--- config.mk ---
export PLATFORM = sky130hd
export DESIGN_NAME = humidity_sensor_frame_decoder
export DESIGN_NICKNAME = d
export VERILOG_FILES = /design/src/design/hsfd_pkg.sv /design/src/design/hsfd_convert.sv /design/src/design/humidity_sensor_frame_decoder.sv
export SDC_FILE = /design/constraint.sdc
export NUM_CORES = 1
export LEC_CHECK = 0
export BUFFER_PORTS_ARGS = -buffer_cell sky130_fd_sc_hd__buf_2
export CORE_ASPECT_RATIO = 1.4
export CORE_MARGIN = 3
export CORE_UTILIZATION = 66
export CTS_BUF_LIST = sky130_fd_sc_hd__clkbuf_16
export CTS_CLUSTER_DIAMETER = 30
export DETAILED_ROUTE_END_ITERATION = 8
export PLACE_DENSITY_LB_ADDON = 0.15
export SYNTH_ARGS = -nofsm -noshare
export SYNTH_HDL_FRONTEND = slang
export SYNTH_SLANG_ARGS = --single-unit
--- constraint.sdc ---
create_clock -name clock -period 20 [get_ports clock]
set_input_delay 2 -clock clock [delete_from_list [all_inputs] [get_ports clock]]
set_output_delay 2 -clock clock [all_outputs]
set_load 0.02 [all_outputs]
--- src/design/hsfd_pkg.sv ---
// hsfd_pkg: shared types, constants and functions for the humidity frame decoder
// holds the crc-8 byte update and the full-scale divide used by the conversion
// no dependencies
`timescale 1ns / 1ps
`default_nettype none

package hsfd_pkg;

   // byte index within a measurement frame
   typedef logic [2:0] pos_type;

   localparam pos_type POS_TEMP_HI  = 3'd0;
   localparam pos_type POS_TEMP_LO  = 3'd1;
   localparam pos_type POS_TEMP_CRC = 3'd2;
   localparam pos_type POS_HUM_HI   = 3'd3;
   localparam pos_type POS_HUM_LO   = 3'd4;
   localparam pos_type POS_HUM_CRC  = 3'd5;

   localparam logic [7:0] CRC_INIT = 8'hFF;
   localparam logic [7:0] CRC_POLY = 8'h31;

   localparam logic [16:0] FULL_SCALE  = 17'd65535;
   localparam logic [30:0] TEMP_SPAN   = 31'd17500;
   localparam logic [30:0] HUM_SPAN    = 31'd10000;
   localparam logic [14:0] TEMP_OFFSET = 15'd4500;

   typedef struct packed {
      logic signed [14:0] temperature;
      logic        [13:0] humidity;
   } values_type;

   // msb-first crc-8, no final xor
   function automatic logic [7:0] crc8_byte(input logic [7:0] crc, input logic [7:0] data);
      logic [7:0] c;
      c = crc ^ data;
      for (int i = 0; i < 8; i++) begin
         c = c[7] ? ((c << 1) ^ CRC_POLY) : (c << 1);
      end
      return c;
   endfunction

   // floor(x / 65535): x = hi*65536 + lo = hi*65535 + (hi + lo), hi + lo < 2*65535
   function automatic logic [14:0] div_full_scale(input logic [30:0] x);
      logic [14:0] hi;
      logic [16:0] sum;
      hi  = x[30:16];
      sum = {2'b00, hi} + {1'b0, x[15:0]};
      return hi + ((sum >= FULL_SCALE) ? 15'd1 : 15'd0);
   endfunction

endpackage

`default_nettype wire

--- src/design/hsfd_convert.sv ---
// hsfd_convert: scales the raw temperature and humidity words to centi-units
// depends on hsfd_pkg for the span constants and the full-scale divide
`timescale 1ns / 1ps
`default_nettype none

module hsfd_convert (
   input  wire logic [15:0]         temp_raw,
   input  wire logic [15:0]         hum_raw,
   output hsfd_pkg::values_type     values
);
   import hsfd_pkg::*;

   logic [30:0] temp_prod;
   logic [30:0] hum_prod;
   logic [14:0] temp_quot;
   logic [14:0] hum_quot;
   logic [14:0] temp_diff;

   assign temp_prod = TEMP_SPAN * {15'd0, temp_raw};
   assign hum_prod  = HUM_SPAN * {15'd0, hum_raw};
   assign temp_quot = div_full_scale(temp_prod);
   assign hum_quot  = div_full_scale(hum_prod);

   // wraps mod 2^15, result stays in -4500..13000
   assign temp_diff = temp_quot - TEMP_OFFSET;

   assign values.temperature = signed'(temp_diff);
   assign values.humidity    = hum_quot[13:0];

endmodule

`default_nettype wire

--- src/design/humidity_sensor_frame_decoder.sv ---
// humidity_sensor_frame_decoder: six-byte measurement frame decoder
//
// the req channel carries one frame byte per word: temp hi, temp lo, temp crc,
// hum hi, hum lo, hum crc. req_frame_start forces the word to be the first
// byte of a frame; without it the position wraps after the sixth byte.
// each word pair is checked with crc-8 (poly 0x31, init 0xff).
// the rsp channel carries one word per frame, registered, in the cycle after
// the sixth byte is accepted: last good temperature and humidity, both crc
// flags and whether the values were refreshed (both crcs good).
// throughput is one byte per cycle unless stalled; crc update and constant scaling
// (a 16x15 multiply per word, a fold-and-correct divide by 65535) are combinational.
// req_stall rises only when the next byte is a sixth byte while a finished result
// still waits under rsp_stall; other bytes are taken regardless.
// reset (synchronous, active high) clears the byte position and the good
// values to zero and sets the crc to 0xff; no result is pending after reset.
// depends on hsfd_pkg and hsfd_convert
`timescale 1ns / 1ps
`default_nettype none

module humidity_sensor_frame_decoder (
   input  wire logic               clock,
   input  wire logic               reset,
   input  wire logic               req_valid,
   output      logic               req_stall,
   input  wire logic [7:0]         req_rx_byte,
   input  wire logic               req_frame_start,
   output      logic               rsp_valid,
   input  wire logic               rsp_stall,
   output      logic signed [14:0] rsp_temperature_centideg,
   output      logic [13:0]        rsp_humidity_centipct,
   output      logic               rsp_temp_crc_ok,
   output      logic               rsp_hum_crc_ok,
   output      logic               rsp_values_updated
);
   import hsfd_pkg::*;

   pos_type            pos_ff, pos_in;
   logic [7:0]         crc_ff, crc_in;
   logic [15:0]        temp_raw_ff, temp_raw_in;
   logic [15:0]        hum_raw_ff, hum_raw_in;
   logic               temp_pass_ff, temp_pass_in;
   logic signed [14:0] good_temp_ff, good_temp_in;
   logic [13:0]        good_hum_ff, good_hum_in;

   logic               rsp_valid_ff, rsp_valid_in;
   logic signed [14:0] rsp_temp_ff, rsp_temp_in;
   logic [13:0]        rsp_hum_ff, rsp_hum_in;
   logic               rsp_temp_ok_ff, rsp_temp_ok_in;
   logic               rsp_hum_ok_ff, rsp_hum_ok_in;
   logic               rsp_upd_ff, rsp_upd_in;

   pos_type            pos_eff;
   logic               is_last;
   logic               accept;
   logic               hum_ok;
   logic               both_ok;
   logic [7:0]         crc_step;
   values_type         conv;

   hsfd_convert u_convert (
      .temp_raw (temp_raw_ff),
      .hum_raw  (hum_raw_ff),
      .values   (conv)
   );

   // unreachable positions behave like the frame start
   assign pos_eff   = (req_frame_start || pos_ff > POS_HUM_CRC) ? POS_TEMP_HI : pos_ff;
   assign is_last   = (pos_eff == POS_HUM_CRC);
   assign req_stall = is_last && rsp_valid_ff && rsp_stall;
   assign accept    = req_valid && !req_stall;

   assign hum_ok  = (crc_ff == req_rx_byte);
   assign both_ok = temp_pass_ff && hum_ok;

   always_comb begin
      if (pos_eff == POS_TEMP_HI || pos_eff == POS_HUM_HI) begin
         crc_step = crc8_byte(CRC_INIT, req_rx_byte);
      end else begin
         crc_step = crc8_byte(crc_ff, req_rx_byte);
      end
   end

   always_comb begin
      pos_in       = pos_ff;
      crc_in       = crc_ff;
      temp_raw_in  = temp_raw_ff;
      hum_raw_in   = hum_raw_ff;
      temp_pass_in = temp_pass_ff;
      good_temp_in = good_temp_ff;
      good_hum_in  = good_hum_ff;
      if (accept) begin
         unique case (pos_eff)
            POS_TEMP_HI: begin
               crc_in      = crc_step;
               temp_raw_in = {req_rx_byte, 8'h00};
               pos_in      = POS_TEMP_LO;
            end
            POS_TEMP_LO: begin
               crc_in      = crc_step;
               temp_raw_in = {temp_raw_ff[15:8], req_rx_byte};
               pos_in      = POS_TEMP_CRC;
            end
            POS_TEMP_CRC: begin
               temp_pass_in = (crc_ff == req_rx_byte);
               crc_in       = CRC_INIT;
               pos_in       = POS_HUM_HI;
            end
            POS_HUM_HI: begin
               crc_in     = crc_step;
               hum_raw_in = {req_rx_byte, 8'h00};
               pos_in     = POS_HUM_LO;
            end
            POS_HUM_LO: begin
               crc_in     = crc_step;
               hum_raw_in = {hum_raw_ff[15:8], req_rx_byte};
               pos_in     = POS_HUM_CRC;
            end
            default: begin
               if (both_ok) begin
                  good_temp_in = conv.temperature;
                  good_hum_in  = conv.humidity;
               end
               crc_in = CRC_INIT;
               pos_in = POS_TEMP_HI;
            end
         endcase
      end
   end

   always_comb begin
      rsp_valid_in   = rsp_valid_ff && rsp_stall;
      rsp_temp_in    = rsp_temp_ff;
      rsp_hum_in     = rsp_hum_ff;
      rsp_temp_ok_in = rsp_temp_ok_ff;
      rsp_hum_ok_in  = rsp_hum_ok_ff;
      rsp_upd_in     = rsp_upd_ff;
      if (accept && is_last) begin
         rsp_valid_in   = 1'b1;
         rsp_temp_in    = good_temp_in;
         rsp_hum_in     = good_hum_in;
         rsp_temp_ok_in = temp_pass_ff;
         rsp_hum_ok_in  = hum_ok;
         rsp_upd_in     = both_ok;
      end
   end

   always_ff @(posedge clock) begin
      if (reset) begin
         pos_ff       <= POS_TEMP_HI;
         crc_ff       <= CRC_INIT;
         temp_raw_ff  <= '0;
         hum_raw_ff   <= '0;
         temp_pass_ff <= 1'b0;
         good_temp_ff <= '0;
         good_hum_ff  <= '0;
         rsp_valid_ff <= 1'b0;
      end else begin
         pos_ff       <= pos_in;
         crc_ff       <= crc_in;
         temp_raw_ff  <= temp_raw_in;
         hum_raw_ff   <= hum_raw_in;
         temp_pass_ff <= temp_pass_in;
         good_temp_ff <= good_temp_in;
         good_hum_ff  <= good_hum_in;
         rsp_valid_ff <= rsp_valid_in;
      end
   end

   always_ff @(posedge clock) begin
      rsp_temp_ff    <= rsp_temp_in;
      rsp_hum_ff     <= rsp_hum_in;
      rsp_temp_ok_ff <= rsp_temp_ok_in;
      rsp_hum_ok_ff  <= rsp_hum_ok_in;
      rsp_upd_ff     <= rsp_upd_in;
   end

   assign rsp_valid                = rsp_valid_ff;
   assign rsp_temperature_centideg = rsp_temp_ff;
   assign rsp_humidity_centipct    = rsp_hum_ff;
   assign rsp_temp_crc_ok          = rsp_temp_ok_ff;
   assign rsp_hum_crc_ok           = rsp_hum_ok_ff;
   assign rsp_values_updated       = rsp_upd_ff;

`ifndef SYNTHESIS
   a_stall_only_when_blocked: assert property (@(posedge clock) disable iff (reset)
      req_stall |-> (rsp_valid_ff && rsp_stall && is_last))
      else $error("req_stall without a blocked result");

   a_update_needs_both_crcs: assert property (@(posedge clock) disable iff (reset)
      (rsp_valid_ff && rsp_upd_ff) |-> (rsp_temp_ok_ff && rsp_hum_ok_ff))
      else $error("values refreshed with a failing crc");

   a_position_in_range: assert property (@(posedge clock) disable iff (reset)
      pos_ff <= POS_HUM_CRC)
      else $error("byte position out of range");

   a_result_after_last_byte: assert property (@(posedge clock) disable iff (reset)
      (accept && is_last) |=> rsp_valid_ff)
      else $error("sixth byte gave no result");
`endif

endmodule

`default_nettype wire
### Word-level counts from Yosys, hierarchy flattened

Index checks and enable logic that the tools add are counted.

* order comparisons: 3
* reduce and logical (&&, ||, !) cells: 19
* equal/unequal tests: 6
* bitwise operators: 20
* divide/modulo/power cells: 0
* muxes and demuxes: 31
* shift-type cells: 0
* multiply operators: 2
* $add $sub $neg: 5

Operators by type and width (number)
* 6-bit two-way mux: 16
* 16-bit one-hot mux with 2 select lines: 2
* 3-bit NOT: 16
* 15-bit two-way mux: 3
* 14-bit two-way mux: 3
* 17-bit by 16-bit >= comparator with 1-bit output (second input constant): 2
* 13-bit by 16-bit multiplier with 29-bit output (first input constant): 1
* 10-bit by 16-bit multiplier with 26-bit output (first input constant): 1
* 14-bit by 16-bit adder with 17-bit output: 1
* 15-bit by 16-bit adder with 17-bit output: 1
* 8-bit two-way mux: 2
* 15-bit adder: 1
* 3-bit one-hot mux with 5 select lines: 1
* 15-bit by 13-bit subtractor with 15-bit output (second input constant): 1
* 14-bit adder: 1
* 8-bit == test: 1
* 8-bit NOT: 1
* 8-bit bitwise XOR: 1
* 3-bit by 2-bit == test with 1-bit output (second input constant): 2
* 3-bit == test (second input constant): 2
* 1-bit logical AND: 6
* 2-bit AND reduction: 3
* 3-bit AND reduction: 2
* 5-bit OR reduction: 1
* other kinds (10): 15

* output and inout port bits: 34
* ROM bits: 0
* memories kept: 0
* RAM bits: 0
* latch bits: 0
* logic and storage cells: 101
* bits in registers: 106
* bits of input ports: 13

### Logic depth before layout (Yosys ltp)

* word-level depth: 19
* mapped depth: 36
* depth with buffers taken out: 36

### Cells and area by module

From an unflattened synthesis, not the netlist that was laid out.

* cell total of the unflattened synthesis: 1313
* area, all modules: 12261.8 µm²

By module, submodules not included
* hsfd_convert: area each 7752.4 µm², instances 1, sequential area each 0.0 µm², cells an instance 925
* humidity_sensor_frame_decoder: area each 4509.3 µm², instances 1, sequential area each 2442.3 µm², cells an instance 388

### Least setup slack after synthesis

Ideal clock, no wire load.

* path type: register -> register
* start: register temp_raw_ff[9]
* end: register rsp_temp_ff[10], in the netlist rsp_temperature_centideg[10], data pin
* library setup time: 267 ps
* setup slack: 12502 ps
* required time: 19733 ps
* stages on the path, launching flop included: 30
* buffers on the path: 1
* arrival time: 7230 ps
* path through: dfxtp_1 > ha_1 > fa_1 > ha_1 > fa_1 > inv_1 > fa_1 > inv_1 > ha_1 > clkbuf_1 > a21o_1 > a211oi_1 > o31a_1 > xnor2_1 > inv_1 > fa_1 > nand2b_1 > a211oi_1 > o21ai_0 > a21o_1 > o211ai_1 > a311oi_1 > or4b_1 > o211ai_1 > ha_1 > ha_1 > o31a_1 > o21a_1 > nor4_1 > nor3_1

* word-level cells in the longest chain between the ends: 9

RTL lines
* start, declared: RTL line humidity_sensor_frame_decoder.sv:39 `logic [15:0] temp_raw_ff, temp_raw_in;`
* start signal, assigned: RTL line humidity_sensor_frame_decoder.sv:160 `temp_raw_ff <= temp_raw_in;`
* 13-bit by 16-bit multiplier with 29-bit output *: RTL line hsfd_convert.sv:19 `assign temp_prod = TEMP_SPAN * {15'd0, temp_raw};`
* 15-bit by 16-bit adder with 17-bit output: RTL line hsfd_pkg.sv:47 `sum = {2'b00, hi} + {1'b0, x[15:0]};`
* 17-bit by 16-bit >= comparator with 1-bit output: RTL line hsfd_pkg.sv:48 `return hi + ((sum >= FULL_SCALE) ? 15'd1 : 15'd0);`
* 1-bit two-way mux: RTL line hsfd_pkg.sv:48
* 15-bit adder *: RTL line hsfd_pkg.sv:48
* 15-bit by 13-bit subtractor with 15-bit output *: RTL line hsfd_convert.sv:25 `assign temp_diff = temp_quot - TEMP_OFFSET;`
* 15-bit two-way mux *: RTL line humidity_sensor_frame_decoder.sv:119 `if (both_ok) begin`
* 15-bit two-way mux *: RTL line humidity_sensor_frame_decoder.sv:92 `unique case (pos_eff)`
* 15-bit two-way mux *: RTL line humidity_sensor_frame_decoder.sv:91 `if (accept) begin`
* via good_temp_in[10]: RTL line humidity_sensor_frame_decoder.sv:42 `logic signed [14:0] good_temp_ff, good_temp_in;`
* end signal, assigned: RTL line humidity_sensor_frame_decoder.sv:170 `rsp_temp_ff <= rsp_temp_in;`
* end, declared: RTL line humidity_sensor_frame_decoder.sv:46 `logic signed [14:0] rsp_temp_ff, rsp_temp_in;`

Mark *: on every way through the listed nets, which the timed path passes. The rest lies on a longest branch.
A chain may end at the register's enable or synchronous reset.

### Worst setup path after layout

* start: register hum_raw_ff[7]
* end: register rsp_hum_ff[3], in the netlist rsp_humidity_centipct[3], data pin

* word-level cells in the longest chain between the ends: 8

RTL lines
* start, declared: RTL line humidity_sensor_frame_decoder.sv:40 `logic [15:0] hum_raw_ff, hum_raw_in;`
* start signal, assigned: RTL line humidity_sensor_frame_decoder.sv:161 `hum_raw_ff <= hum_raw_in;`
* 10-bit by 16-bit multiplier with 26-bit output *: RTL line hsfd_convert.sv:20 `assign hum_prod = HUM_SPAN * {15'd0, hum_raw};`
* 14-bit by 16-bit adder with 17-bit output: RTL line hsfd_pkg.sv:47
* 17-bit by 16-bit >= comparator with 1-bit output: RTL line hsfd_pkg.sv:48
* 1-bit two-way mux: RTL line hsfd_pkg.sv:48
* 14-bit adder *: RTL line hsfd_pkg.sv:48
* 14-bit two-way mux *: RTL line humidity_sensor_frame_decoder.sv:119
* 14-bit two-way mux *: RTL line humidity_sensor_frame_decoder.sv:92
* 14-bit two-way mux *: RTL line humidity_sensor_frame_decoder.sv:91
* via good_hum_in[3]: RTL line humidity_sensor_frame_decoder.sv:43 `logic [13:0] good_hum_ff, good_hum_in;`
* end signal, assigned: RTL line humidity_sensor_frame_decoder.sv:171 `rsp_hum_ff <= rsp_hum_in;`
* end, declared: RTL line humidity_sensor_frame_decoder.sv:47 `logic [13:0] rsp_hum_ff, rsp_hum_in;`

Marks and branches as above.

==> run metrics <==
status=completed; final setup vio count=0; Async SR Flop Fraction=0%; final WL=~29,000 µm; number of buffers created by CTS=9; RSZ-0062 raised after global routing=false; Met1 Wirelength=11,100 µm; post-route insts no fill=1,665; Worst Setup End Kind=flop; Max Cap Violations=0; area leader, netlist=ha_1; Worst setup SP type=flop; die width=121 µm; Max FO, Critical Path=8; Crit path largest cell delay=550 ps; first-pass GRT wire length=47,200 µm; hold crit path type=flop to flop; DR pass1 iterations=5; CP arrival=8840 ps; Worst EP required=20,110 ps; CP Class=flop to flop; DR WL/cell=17.3 µm; Synth area leaders=ha_1 (20%), fa_1 (13%), dfxtp_1 (12%); pin count of the biggest net entering global routing=76; worst rel slew slack=41.9%; Layout Nets=1,710; worst skew pair latency=360 ps; pwr dens=46.9 mW/mm²; CTS tree=built; leakage power=6.39 nW; Max rail drop VDD=0.0000578 V; Yosys warnings=0; post_cts resized=0; post-synth cell types=78; H-tree levels=3; max-slew violations=0; Num Clock Sinks=106; IO buf count=46; vias in the first global route=9,969; Min-Delay Path Depth=2; met3 WL=800 µm; Residual DRC=0; Syn-to-layout area delta=5.81%; cell count after synthesis=1,404; Syn Area/Cell=~8.7 µm²; highest routed layer=met4; initial antenna violation count=0; routed vias/inst=approximately 6; DR WL met2=between 15,000 and 20,000 µm; syn_nets=1,694; Initial Util=67.4%; global route overflow=0; Post-synth EDFFs=32; GPL Wtd Cong=0.928; cell mode on critical path=ha_1; Std-Cell Rows=58; fillers=1,425; Die Y=167 µm; Worst-path clk slew=80 ps; diode count=0; top cell type's share of synthesized area=around a fifth; Slowest-stage cell, CP=fa_1; IO Count=47; core area=0.0181 mm²; Placed Cells=approximately 1,600; post-route setup TNS=0 ps; share of cells above drive strength 1=under 10%; total track usage=about 29%; post-CTS setup buffer count=0; Final period util=43.7%; dpl hpwl=22,700 µm; Primary FF master, synth=dfxtp_1; Initial DRC Count=626; clock root cell=clkbuf_16; Longest Clk Path Bufs=2; routed vias=~10,000; Synth Register Bits=between 100 and 150; DRT antenna net count=0; max frequency=115 MHz; Post-CTS Hold Fix Bufs=0; Worst R2R Path Depth=32; worst clock skew=~11 ps; fin crit period=between 8000 and 9000 ps; Fin. Hold Viols=0; sequential-to-total area share from yosys stat=20.1%; Tot Pwr=605 µW; measured slew at the worst slew-check pin=866 ps; cell area after synthesis=between 0.01 and 0.015 mm²; die area=0.0201 mm²
==> final cells by class <==
class / count / area [µm²] / share of cell area [%]
Multi-Input combinational cell: 1009 / 8640 / 67.0
Sequential cell: 106 / 2440 / 19.0
Inverter: 242 / 908 / 7.05
Tap cell: 240 / 300 / 2.33
Timing Repair Buffer: 52 / 275 / 2.14
Clock buffer: 9 / 225 / 1.75
Clock inverter: 7 / 95.1 / 0.738
==> worst paths after layout <==
path / from / endpoint / slack [ps]
hold reg to reg: good_hum_ff[6]$_SDFF_PP0_ / good_hum_ff[6]$_SDFF_PP0_ / 460
setup / recovery: hum_raw_ff[7]$_SDFFE_PP0P_ / rsp_humidity_centipct[3]$_DFFE_PP_ / 11270
hold / removal: good_hum_ff[6]$_SDFF_PP0_ / good_hum_ff[6]$_SDFF_PP0_ / 460
setup reg to reg: hum_raw_ff[7]$_SDFFE_PP0P_ / rsp_humidity_centipct[3]$_DFFE_PP_ / 11270
==> through the flow <==
stage                     util (%)  setup WS [ps]  hold WS, ps  area [µm²]
after floorplan                  -          12500          421       12200
after detailed placement      69.5          11490          453       12600
final                         71.3          11270          461       12900
after global routing          71.3          10650          480       12900
after global placement        69.5          11550          447       12600
after CTS                     71.3          11390          464       12900
==> cell families after synthesis <==
group | share of synthesized area, %
XOR/XNOR | 6.47
multiplexers | 1.42
flip-flops | 20.1
adder cells (fa/ha/maj) | 33.5
AND/OR/NAND/NOR | 13.3
AO/OA/AOI/OAI | 16.2
buffers and inverters | 9.06
==> registers in the layout, indices dropped and copies added (netlist names), 3 cells and up <==
signal and count:
hum_raw_ff 16, rsp_humidity_centipct 14, good_hum_ff 14, temp_raw_ff 16, rsp_temperature_centideg 15, pos_ff 3
good_temp_ff 15, crc_ff 8
==> power by group <==
| group | switching, mW | total (mW) | internal, mW |
|---|---|---|---|
| clock network | 0.0922 | 0.193 | 0.101 |
| logic | 0.111 | 0.181 | 0.0704 |
| registers | 0.00686 | 0.230 | 0.223 |
==> worst max-delay path, delay by kind of cell, from the launching register on <==
family                   cells  cell delay [ps]
flip-flops                   1              470
AO/OA/AOI/OAI               12             2620
adder cells (fa/ha/maj)      8             3090
buffers and inverters        4              300
multiplexers                 2              430
XOR/XNOR                     1              540
AND/OR/NAND/NOR              5             1060
==> per-layer routing <==
metal | up-vias | GRT usage (%)
met5 | - | 0
met4 | 0 | 12.5
met3 | 77 | 2.79
met2 | 234 | 54.4
met1 | 4812 | 32.7
li1 | 4838 | -
==> synthesized netlist by cell type, drive strengths merged (4+ instances only) <==
cell / count
nor4: 4
a22oi: 8
o21a: 10
o2111ai: 5
nor2: 73
clkbuf: 38
nand2: 94
nor2b: 11
o21bai: 5
ha: 195
a211oi: 16
or3: 13
nand2b: 18
a31o: 4
nand4: 14
and2: 8
mux2i: 15
o31a: 7
o31ai: 5
o211ai: 10
dfxtp: 74
edfxtp: 32
nor3b: 7
nand3: 42
buf: 9
inv: 241
o22ai: 13
o21ai: 48
a31oi: 15
nor3: 14
xor2: 31
fa: 82
a21o: 21
a21oi: 97
a311oi: 6
a211o: 4
and3: 13
xnor2: 59
==> placed cells by master (no fill, tap or decap), drive strengths merged, types with 7 or more instances in the layout <==
| cell type | synthesis | final |
|---|---|---|
| a211oi | 16 | 16 |
| a21o | 21 | 21 |
| a21oi | 97 | 97 |
| a22oi | 8 | 8 |
| a31oi | 15 | 15 |
| and2 | 8 | 8 |
| and3 | 13 | 13 |
| buf | 9 | 52 |
| clkbuf | 38 | 9 |
| dfxtp | 74 | 74 |
| edfxtp | 32 | 32 |
| fa | 82 | 82 |
| ha | 195 | 195 |
| inv | 241 | 244 |
| mux2i | 15 | 15 |
| nand2 | 94 | 94 |
| nand2b | 18 | 18 |
| nand3 | 42 | 42 |
| nand4 | 14 | 14 |
| nor2 | 73 | 73 |
| nor2b | 11 | 11 |
| nor3 | 14 | 14 |
| nor3b | 7 | 7 |
| o211ai | 10 | 10 |
| o21a | 10 | 10 |
| o21ai | 48 | 48 |
| o22ai | 13 | 13 |
| o31a | 7 | 7 |
| or3 | 13 | 13 |
| xnor2 | 59 | 59 |
| xor2 | 31 | 31 |
Note: power is estimated with default switching activity, not from simulation.
